[src/rtl/pds_pkg.sv]
// package for the periodic task dispatcher: sizes, codes, payload types
// and period reset values; no dependencies
`default_nettype none

package pds_pkg;

    localparam int TASK_COUNT     = 8;
    localparam int TIMER_BITS     = 16;
    localparam int REG_COUNT      = 8;
    localparam int PERIOD_BITS    = 16;
    localparam int CFG_INDEX_BITS = 8;
    localparam int TASK_IDX_BITS  = 3;
    localparam int MASK_BITS      = 8;

    typedef enum logic {
        OP_TICK = 1'b0,
        OP_ARM  = 1'b1
    } t_op;

    typedef struct packed {
        t_op                      operation;
        logic [TASK_IDX_BITS-1:0] task_index;
    } t_in_item;

    typedef struct packed {
        logic                     dispatched;
        logic [TASK_IDX_BITS-1:0] dispatched_task;
        logic [MASK_BITS-1:0]     pending_mask;
    } t_out_item;

    typedef logic [TASK_COUNT-1:0][PERIOD_BITS-1:0] t_period_arr;

    typedef logic [REG_COUNT-1:0][PERIOD_BITS-1:0] t_period_rst;

    localparam t_period_rst PERIOD_RESET = {
        16'd30, 16'd50, 16'd20, 16'd3, 16'd5, 16'd90, 16'd10, 16'd20
    };

    // handshake between the input stage and the scheduler core
    typedef struct packed {
        logic     step;
        t_in_item item;
    } t_core_ctl;

endpackage

`default_nettype wire

[src/rtl/pds_periods.sv]
// reload period registers written through the configuration port
// depends on pds_pkg
`default_nettype none

module pds_periods
    import pds_pkg::*;
(
    input  wire logic                      i_clk,
    input  wire logic                      i_rst_n,
    input  wire logic                      i_cfg_valid,
    input  wire logic [CFG_INDEX_BITS-1:0] i_cfg_index,
    input  wire logic [PERIOD_BITS-1:0]    i_cfg_data,
    output t_period_arr                    o_period
);

    t_period_arr r_period;

    always_ff @(posedge i_clk) begin
        if (!i_rst_n) begin
            for (int i = 0; i < TASK_COUNT; i++) begin
                r_period[i] <= (i < REG_COUNT) ? PERIOD_RESET[i] : '0;
            end
        end else if (i_cfg_valid) begin
            for (int i = 0; i < TASK_COUNT; i++) begin
                // tasks without a register keep period zero
                if (i < REG_COUNT && 32'(i_cfg_index) == i) begin
                    r_period[i] <= i_cfg_data;
                end
            end
        end
    end

    assign o_period = r_period;

endmodule

`default_nettype wire

[src/rtl/pds_core.sv]
// scheduler core: countdown timers, pending bits, lowest-index pick
// depends on pds_pkg
`default_nettype none

module pds_core
    import pds_pkg::*;
(
    input  wire logic i_clk,
    input  wire logic i_rst_n,
    input  t_core_ctl i_ctl,
    input  t_period_arr i_period,
    output t_out_item o_result
);

    logic [TASK_COUNT-1:0][TIMER_BITS-1:0] r_timer;
    logic [TASK_COUNT-1:0][TIMER_BITS-1:0] n_timer;
    logic [TASK_COUNT-1:0]                 r_pending;
    logic [TASK_COUNT-1:0]                 n_pending;
    logic                                  found;
    int                                    which;

    always_comb begin
        n_timer   = r_timer;
        n_pending = r_pending;
        found     = 1'b0;
        which     = 0;
        unique case (i_ctl.item.operation)
            OP_ARM: begin
                for (int i = 0; i < TASK_COUNT; i++) begin
                    if (32'(i_ctl.item.task_index) == i) begin
                        n_pending[i] = 1'b1;
                    end
                end
            end
            OP_TICK: begin
                for (int i = 0; i < TASK_COUNT; i++) begin
                    if (r_timer[i] != '0) begin
                        n_timer[i] = r_timer[i] - 1'b1;
                        if (r_timer[i] == TIMER_BITS'(1)) begin
                            n_pending[i] = 1'b1;
                        end
                    end
                end
                for (int i = 0; i < TASK_COUNT; i++) begin
                    if (!found && n_pending[i]) begin
                        found        = 1'b1;
                        which        = i;
                        n_pending[i] = 1'b0;
                        n_timer[i]   = TIMER_BITS'(i_period[i]);
                    end
                end
            end
            default: begin
            end
        endcase
        o_result.dispatched      = found;
        o_result.dispatched_task = TASK_IDX_BITS'(which);
        o_result.pending_mask    = MASK_BITS'(n_pending);
    end

    always_ff @(posedge i_clk) begin
        if (!i_rst_n) begin
            r_timer   <= '0;
            r_pending <= '0;
        end else if (i_ctl.step) begin
            r_timer   <= n_timer;
            r_pending <= n_pending;
        end
    end

endmodule

`default_nettype wire

[src/rtl/periodic_task_dispatcher.sv]
// top level of the periodic task dispatcher: input register, scheduler
// core, result register; depends on pds_pkg, pds_periods and pds_core
//
//   channel   direction  handshake               payload
//   input     in         i_valid / o_stall       i_data  (t_in_item)
//   result    out        o_valid / i_stall       o_data  (t_out_item)
//   config    in         i_cfg_valid / o_cfg_ready  i_cfg_index, i_cfg_data
//
// one request per cycle sustained while the result side does not stall; each
// request gives one result, through the input register, then the result register
// the timer and pending update happens as a request moves into the result
// register, so the core loop through the timer and pending registers sets the rate
// synchronous active-low reset clears timers, pending bits and both valids,
// and loads the default periods
// a stalled result holds; the input register still takes a request while
// the result register is free or draining
`default_nettype none

module periodic_task_dispatcher
    import pds_pkg::*;
(
    input  wire logic                      i_clk,
    input  wire logic                      i_rst_n,
    input  wire logic                      i_valid,
    output logic                           o_stall,
    input  t_in_item                       i_data,
    output logic                           o_valid,
    input  wire logic                      i_stall,
    output t_out_item                      o_data,
    input  wire logic                      i_cfg_valid,
    output logic                           o_cfg_ready,
    input  wire logic [CFG_INDEX_BITS-1:0] i_cfg_index,
    input  wire logic [PERIOD_BITS-1:0]    i_cfg_data
);

    logic        r_in_valid;
    t_in_item    r_in_data;
    logic        r_out_valid;
    t_out_item   r_out_data;
    logic        out_load;
    logic        in_load;
    t_core_ctl   core_ctl;
    t_out_item   core_result;
    t_period_arr period;

    assign out_load    = !r_out_valid || !i_stall;
    assign o_stall     = r_in_valid && !out_load;
    assign in_load     = i_valid && !o_stall;
    assign o_cfg_ready = 1'b1;

    assign core_ctl.step = r_in_valid && out_load;
    assign core_ctl.item = r_in_data;

    pds_periods u_periods (
        .i_clk       (i_clk),
        .i_rst_n     (i_rst_n),
        .i_cfg_valid (i_cfg_valid),
        .i_cfg_index (i_cfg_index),
        .i_cfg_data  (i_cfg_data),
        .o_period    (period)
    );

    pds_core u_core (
        .i_clk    (i_clk),
        .i_rst_n  (i_rst_n),
        .i_ctl    (core_ctl),
        .i_period (period),
        .o_result (core_result)
    );

    always_ff @(posedge i_clk) begin
        if (!i_rst_n) begin
            r_in_valid <= 1'b0;
        end else if (in_load) begin
            r_in_valid <= 1'b1;
        end else if (out_load) begin
            r_in_valid <= 1'b0;
        end
    end

    always_ff @(posedge i_clk) begin
        if (in_load) begin
            r_in_data <= i_data;
        end
    end

    always_ff @(posedge i_clk) begin
        if (!i_rst_n) begin
            r_out_valid <= 1'b0;
        end else if (out_load) begin
            r_out_valid <= r_in_valid;
        end
    end

    always_ff @(posedge i_clk) begin
        if (core_ctl.step) begin
            r_out_data <= core_result;
        end
    end

    assign o_valid = r_out_valid;
    assign o_data  = r_out_data;

    // the dispatched task is never left pending in the same result
    a_disp_cleared: assert property (@(posedge i_clk) disable iff (!i_rst_n)
        r_out_valid && r_out_data.dispatched
            |-> !r_out_data.pending_mask[r_out_data.dispatched_task])
        else $error("dispatched task still pending");

    // no dispatch reports task zero
    a_idle_index: assert property (@(posedge i_clk) disable iff (!i_rst_n)
        r_out_valid && !r_out_data.dispatched |-> r_out_data.dispatched_task == '0)
        else $error("index reported without dispatch");

    // an arm request never dispatches
    a_arm_no_disp: assert property (@(posedge i_clk) disable iff (!i_rst_n)
        core_ctl.step && r_in_data.operation == OP_ARM |=> !r_out_data.dispatched)
        else $error("arm request dispatched a task");

    // input stall only while a request waits behind a stalled result
    a_stall_cause: assert property (@(posedge i_clk) disable iff (!i_rst_n)
        o_stall |-> r_in_valid && r_out_valid && i_stall)
        else $error("input stalled without cause");

endmodule

`default_nettype wire

[config.mk]
export PLATFORM = sky130hd
export DESIGN_NAME = periodic_task_dispatcher
export DESIGN_NICKNAME = d
export VERILOG_FILES = /design/src/rtl/pds_pkg.sv /design/src/rtl/pds_periods.sv /design/src/rtl/pds_core.sv /design/src/rtl/periodic_task_dispatcher.sv
export SDC_FILE = /design/constraint.sdc
export NUM_CORES = 1
export LEC_CHECK = 0
export BUFFER_PORTS_ARGS = -buffer_cell sky130_fd_sc_hd__clkbuf_2
export CORE_MARGIN = 8
export CORE_UTILIZATION = 65
export CTS_BUF_LIST = sky130_fd_sc_hd__clkbuf_8
export CTS_CLUSTER_SIZE = 12
export DETAILED_ROUTE_END_ITERATION = 16
export PLACE_DENSITY = 0.83
export SYNTH_ARGS = -nofsm -noshare
export SYNTH_HDL_FRONTEND = slang
export SYNTH_SLANG_ARGS = --single-unit
[constraint.sdc]
create_clock -name i_clk -period 5.7 [get_ports i_clk]
set_input_delay 0 -clock i_clk [delete_from_list [all_inputs] [get_ports i_clk]]
set_output_delay 0 -clock i_clk [all_outputs]
set_load 0.005 [all_outputs]
Yosys cells after proc, flatten, opt, wreduce, memory -nomap -nowiden --
Index checks and enable logic that the tools add are counted.
Storage, ports and cells: bits of input ports 33, logic and storage cells 192, output and inout port bits 15, register bits after elaboration 282
Operators by class: add/sub/neg operators 8, reductions and logical operators 57, multiplexer cells 80, bitwise operators 1, equality and inequality tests 22
Operator list (number):
- 16-bit two-way mux | 16
- 16-bit by 1-bit == test with 1-bit output (second input constant) | 8
- 16-bit nonzero test | 8
- 16-bit by 1-bit subtractor with 16-bit output (second input constant) | 8
- 1-bit two-way mux | 57
- 8-bit by 3-bit == test with 1-bit output (second input constant) | 4
- 3-bit AND reduction | 8
- 2-bit nonzero test | 9
- 8-bit by 2-bit == test with 1-bit output (second input constant) | 2
- 8-bit case mux with 2 select lines | 1
- 2-bit AND reduction | 8
- 3-bit == test (second input constant) | 4
- 3-bit two-way mux | 4
- 1-bit zero test | 11
- 1-bit logical AND | 10
- 8-bit by 1-bit == test with 1-bit output (second input constant) | 1
- 8-bit zero test | 1
- 3-bit by 2-bit == test with 1-bit output (second input constant) | 2
- 2-bit two-way mux | 2
- 3-bit by 1-bit == test with 1-bit output (second input constant) | 1
- 3-bit zero test | 1
- 1-bit logical OR | 1
- 1-bit NOT | 1

Depth between registers and ports, before layout --
depth in word-level cells 34, depth in mapped cells 12, depth with buffers taken out 9

By module --
From an unflattened synthesis, not the netlist that was laid out.
Unflattened totals: cells, all modules 1689, area total of the unflattened synthesis 14550.2 um^2
Modules (own cells, without submodules):
- pds_core | seq. area each 2722.6 um^2, area an instance 9126.3 um^2, cells each 1211, times used 1
- pds_periods | seq. area each 2562.5 um^2, area an instance 4848.4 um^2, cells each 452, times used 1
- periodic_task_dispatcher | seq. area each 520.5 um^2, area an instance 575.6 um^2, cells each 26, times used 1

Least setup slack after synthesis --
OpenSTA, ideal clock, no wires.
kind register -> register, start register u_core.r_timer[103] (netlist bit), end register u_core.r_timer[109] (netlist bit), library setup time 0.079 ns, clock period less this slack 2.373 ns, path slack 3.327 ns, stages on the path, launching flop included 10, required time 5.621 ns, data arrival time 2.294 ns, buffers on the path 2, cell sequence dfxtp_1 or3_4 nor3_4 a41oi_2 or4_1 buf_6 buf_6 a21oi_2 nor2_1 a211oi_2
Between the ends: longest elaborated chain between the ends 7, elaborated cells between the ends (all ways) 11, classes of those cells add/sub: 1; eq/ne: 1; mux: 5; reduce/logical: 4
Ends and longest elaborated chain:
- start, declared | line pds_core.sv:15 | logic [TASK_COUNT-1:0][TIMER_BITS-1:0] r_timer;
- start signal, assigned | line pds_core.sv:66 | r_timer <= n_timer;
- parallel branches: the longest is 7 deep, another holds 16-bit by 1-bit subtractor with 16-bit output
Parallel ways; which one is timed is not known. The select of a mux whose other input is x is not followed. A chain may end at the register's enable or synchronous reset.

Final worst setup path --
start register u_core.r_timer[10] (netlist bit), end register u_core.r_timer[121] (netlist bit)
Between the ends: longest elaborated chain between the ends 34, elaborated cells between the ends (all ways) 36, classes of those cells eq/ne: 1; mux: 18; reduce/logical: 17
Ends and longest elaborated chain:
- 16-bit by 1-bit == test with 1-bit output | line pds_core.sv:39 | if (r_timer[i] == TIMER_BITS'(1)) begin
- 1-bit two-way mux | line pds_core.sv:39
- 1-bit two-way mux (*) | line pds_core.sv:37 | if (r_timer[i] != '0) begin
- 1-bit two-way mux (*) | line pds_core.sv:27 | unique case (i_ctl.item.operation)
- 1-bit two-way mux (*) | line pds_core.sv:45 | if (!found && n_pending[i]) begin
- 1-bit two-way mux (*) | line pds_core.sv:27
- 1-bit zero test | line pds_core.sv:45
- 1-bit logical AND | line pds_core.sv:45
- (+18 left out)
- 1-bit zero test | line pds_core.sv:45
- 1-bit logical AND | line pds_core.sv:45
- 1-bit two-way mux (*) | line pds_core.sv:45
- 1-bit two-way mux (*) | line pds_core.sv:27
- 1-bit zero test (*) | line pds_core.sv:45
- 1-bit logical AND (*) | line pds_core.sv:45
- 2-bit nonzero test (no line)
- 3-bit AND reduction (no line)
Every way passes the cells marked *; elsewhere a longest branch is shown, timed or not. The select of a mux whose other input is x is not followed.

==> run summary <==
placed wire-length estimate: 25190 um
Worst VDD drop: 303.3 uV
WL met3: 4291 um
Synth-to-Final Area Change: 9.899%
Net Sw Frac: 44.37%
Yosys reg bits: 282
LEAKAGE: 5.887 nW
fin area: 15290 um^2
Hold Path Class: input pin to register
final setup skew: 0.03280 ns
crit share post-route: 66.37%
global-route wire length before repair: 65610 um
via count: 13870
TritonCTS buffer count: 48
per-cell routed wire length: 19.22 um
Synth top cells by count: nand2_1 (339), dfxtp_1 (266), a21oi_1 (230), nor2_1 (161), o21ai_0 (115)
Reg2Reg Depth: 8
Post-Syn Instances: 1824
Internal: 4.937 mW
clock share of power: 19.6%
Die Ht: 162.3 um
CTS tree: done
Post-synth ARST share: 0%
Root Buffer: clkbuf_8
Hold Path End: u_periods.o_period[69]
Comb pwr share: 52.0%
Routed Antenna Nets: 0
GRT Total Usage: 30.36%
CTS Buffer Depth: 3
EDFF count, synth: 16
worst hold start: i_cfg_index[2]
share of layout cells above drive strength 1: 9.110%
Least-Margin Pin Slew: 1.188 ns
Hold Slack: 0.02403 ns
synth warn: 0
Port Buffers: 46
number of global-route vias before repair: 12750
Placed Cells: 2029
Die W: 162.3 um
Crit path arrival time: 4.25 ns
worst hold stages: 5
Layout Nets: 1884
Worst Slack Setup Final: 1.917 ns
GR Overflow Total: 0
Worst Setup End Kind: register
final setup vio count: 0
setup TNS: 0 ns
Worst path slowest cell: nand4_1
power density cells: 580.3 nW/um^2
crit path kind: register to register
crit-path max FO: 31
Layout Cells excl Fill: 2141
core area: 21020 um^2
mean post-synth cell area: 7.630 um^2
Max Cap Viol: 0
FF-to-FF Start: u_core.r_timer[10]
RePlAce Congestion: 0.9375
fin util: 72.76%
Power, Total: 8.875 mW
M1 WL: 16350 um
cell family with most CP delay: simple AND/OR/NAND/NOR gates
Sink Count: 282
fmax: 264.3 MHz
Rel. slew slack: 20.79%
final wirelength: 41160 um
drt pass-1 iters: 6
RSZ-0062 raised after global routing: no
pin count of the biggest net entering global routing: 94
Post-DP Area: 14120 um^2
run status: complete, no violations
Rows: 53
crit path time final: 3.783 ns
Max H-tree Level: 2
Cell Area, Synth: 13920 um^2
CTS clk-pin slew, worst paths: 0.06 ns
critical path launch point type: register
Initial Util: 66.20%
sequential share of the synthesized area: 41.72%
area leader, netlist: dfxtp_1
worst-skew pair later-pin latency: 0.57 ns
most common cell in the netlist: nand2_1
Top Ports: 48
met2 wire length: 19010 um
Cell variety after synth: 83
max incr delay on CP: 0.93 ns
share of the synthesized area in the top cell type: 38.26%
R2R Setup Slk: 1.92 ns
Most used DFF post-synth: dfxtp_1
DR top layer: met4
sw power: 3.938 mW
Crit. Startpoint: u_core.r_timer[10]
Final Slew Violations: 0
WP data required: 6.17 ns
DRC errors left: 0
crit path cell chain: nor4_1 > and4_1 > a31o_2 > nor4_2 > nand4_1 > nor2_1 > a32oi_1 > a21oi_1
Antenna diodes: 0
Worst R2R End: u_core.r_timer[121]
Hold Vio Cnt, Final: 0
Starting DRT DRC Count: 1541
sequential share of power: 28.4%
syn nets: 1879
initial antenna violation count: 0
number of vias per cell: 6.478
Buf/Inv on CP: 0
pre-CTS setup slack: 2.128 ns
top cells by area, synth: dfxtp_1 (38%), nand2_1 (9.1%), a21oi_1 (8.3%)
Die ar.: 26350 um^2
==> how the worst max path moves through the flow <==
stage / to / slack, ns / cells past startpoint
floorplan: u_core.r_timer[109] / 3.33 / 9
global placement: u_core.r_timer[35] / 2.21 / 8
detailed placement: u_core.r_timer[46] / 2.13 / 8
CTS: u_core.r_timer[121] / 2.07 / 8
global route: u_core.r_timer[35] / 1.71 / 8
finish: u_core.r_timer[121] / 1.92 / 8
==> worst reg2reg max path, cell delays in order, from the launching register on <==
cell and delay, ns:
dfxtp_1 0.42, nor4_1 0.13, and4_1 0.20, a31o_2 0.47, nor4_2 0.68, nand4_1 0.93
nor2_1 0.48, a32oi_1 0.13, a21oi_1 0.25
==> registers in the layout, summed over array words and instances, names as in the netlist <==
name	flops
u_core.r_pending	8
o_valid	1
u_core.r_timer	128
r_in_valid	1
o_data	12
u_periods.o_period	128
core_ctl	4
==> cell usage in the layout, fill, tap and decap left out, types with 11 or more instances in the layout <==
cell / count
nor2_1: 160
dlygate4sd3_1: 25
and3_1: 25
buf_4: 16
nor3b_1: 13
clkbuf_8: 58
o21ai_1: 18
inv_1: 51
or3_1: 12
edfxtp_1: 16
nor4_1: 36
a211oi_1: 11
nand3_1: 81
clkbuf_2: 45
a31oi_1: 21
a21oi_1: 230
nor3_1: 65
nand2_1: 339
mux2i_1: 23
o21ai_0: 115
dfxtp_1: 266
o211ai_1: 19
ha_1: 22
==> area by class of cell <==
class | count | area, um^2
well taps | 275 | 344.1
fillers | 1645 | 5727
clock inverters | 29 | 122.6
multi-input cells | 1382 | 7517
repair buffers | 86 | 595.6
clock buffers | 58 | 798.3
inverters | 29 | 111.4
flip-flops and latches | 282 | 5806
==> kinds of logic after synthesis <==
| logic type | Yosys count | synth area share (%) |
|---|---|---|
| other | 1 | 0.02695 |
| multiplexers | 24 | 1.735 |
| flip-flops | 282 | 41.72 |
| buffers and inverters | 160 | 4.648 |
| AO/OA/AOI/OAI | 524 | 22.54 |
| XOR/XNOR | 1 | 0.06294 |
| adder cells (fa/ha/maj) | 22 | 1.978 |
| AND/OR/NAND/NOR | 810 | 27.29 |
==> metal layers <==
metal  global-route usage, %  vias up
li1                        -     6521
met1                   38.80     6527
met2                   48.84      699
met3                   6.606      122
met4                   12.88        0
met5                       0        -
==> power by group through the flow <==
stage / Clock (mW) / Combinational (mW) / Sequential, mW
2_1_floorplan: 0 / 3.67 / 2.47
6_report: 1.74 / 4.62 / 2.52
4_1_cts: 1.75 / 4.50 / 2.51
3_3_place_gp: 0 / 4.34 / 2.53
3_5_place_dp: 0 / 4.44 / 2.55
5_1_grt: 1.84 / 5.16 / 2.55
==> repair_timing <==
item,CTS,global route
hold buffers,25,0
endpoints found under the hold margin,148,0
gates resized for setup,0,0
setup endpoints to repair,0,0
buffers inserted,0,0
Power figures use the tool's default switching activity.
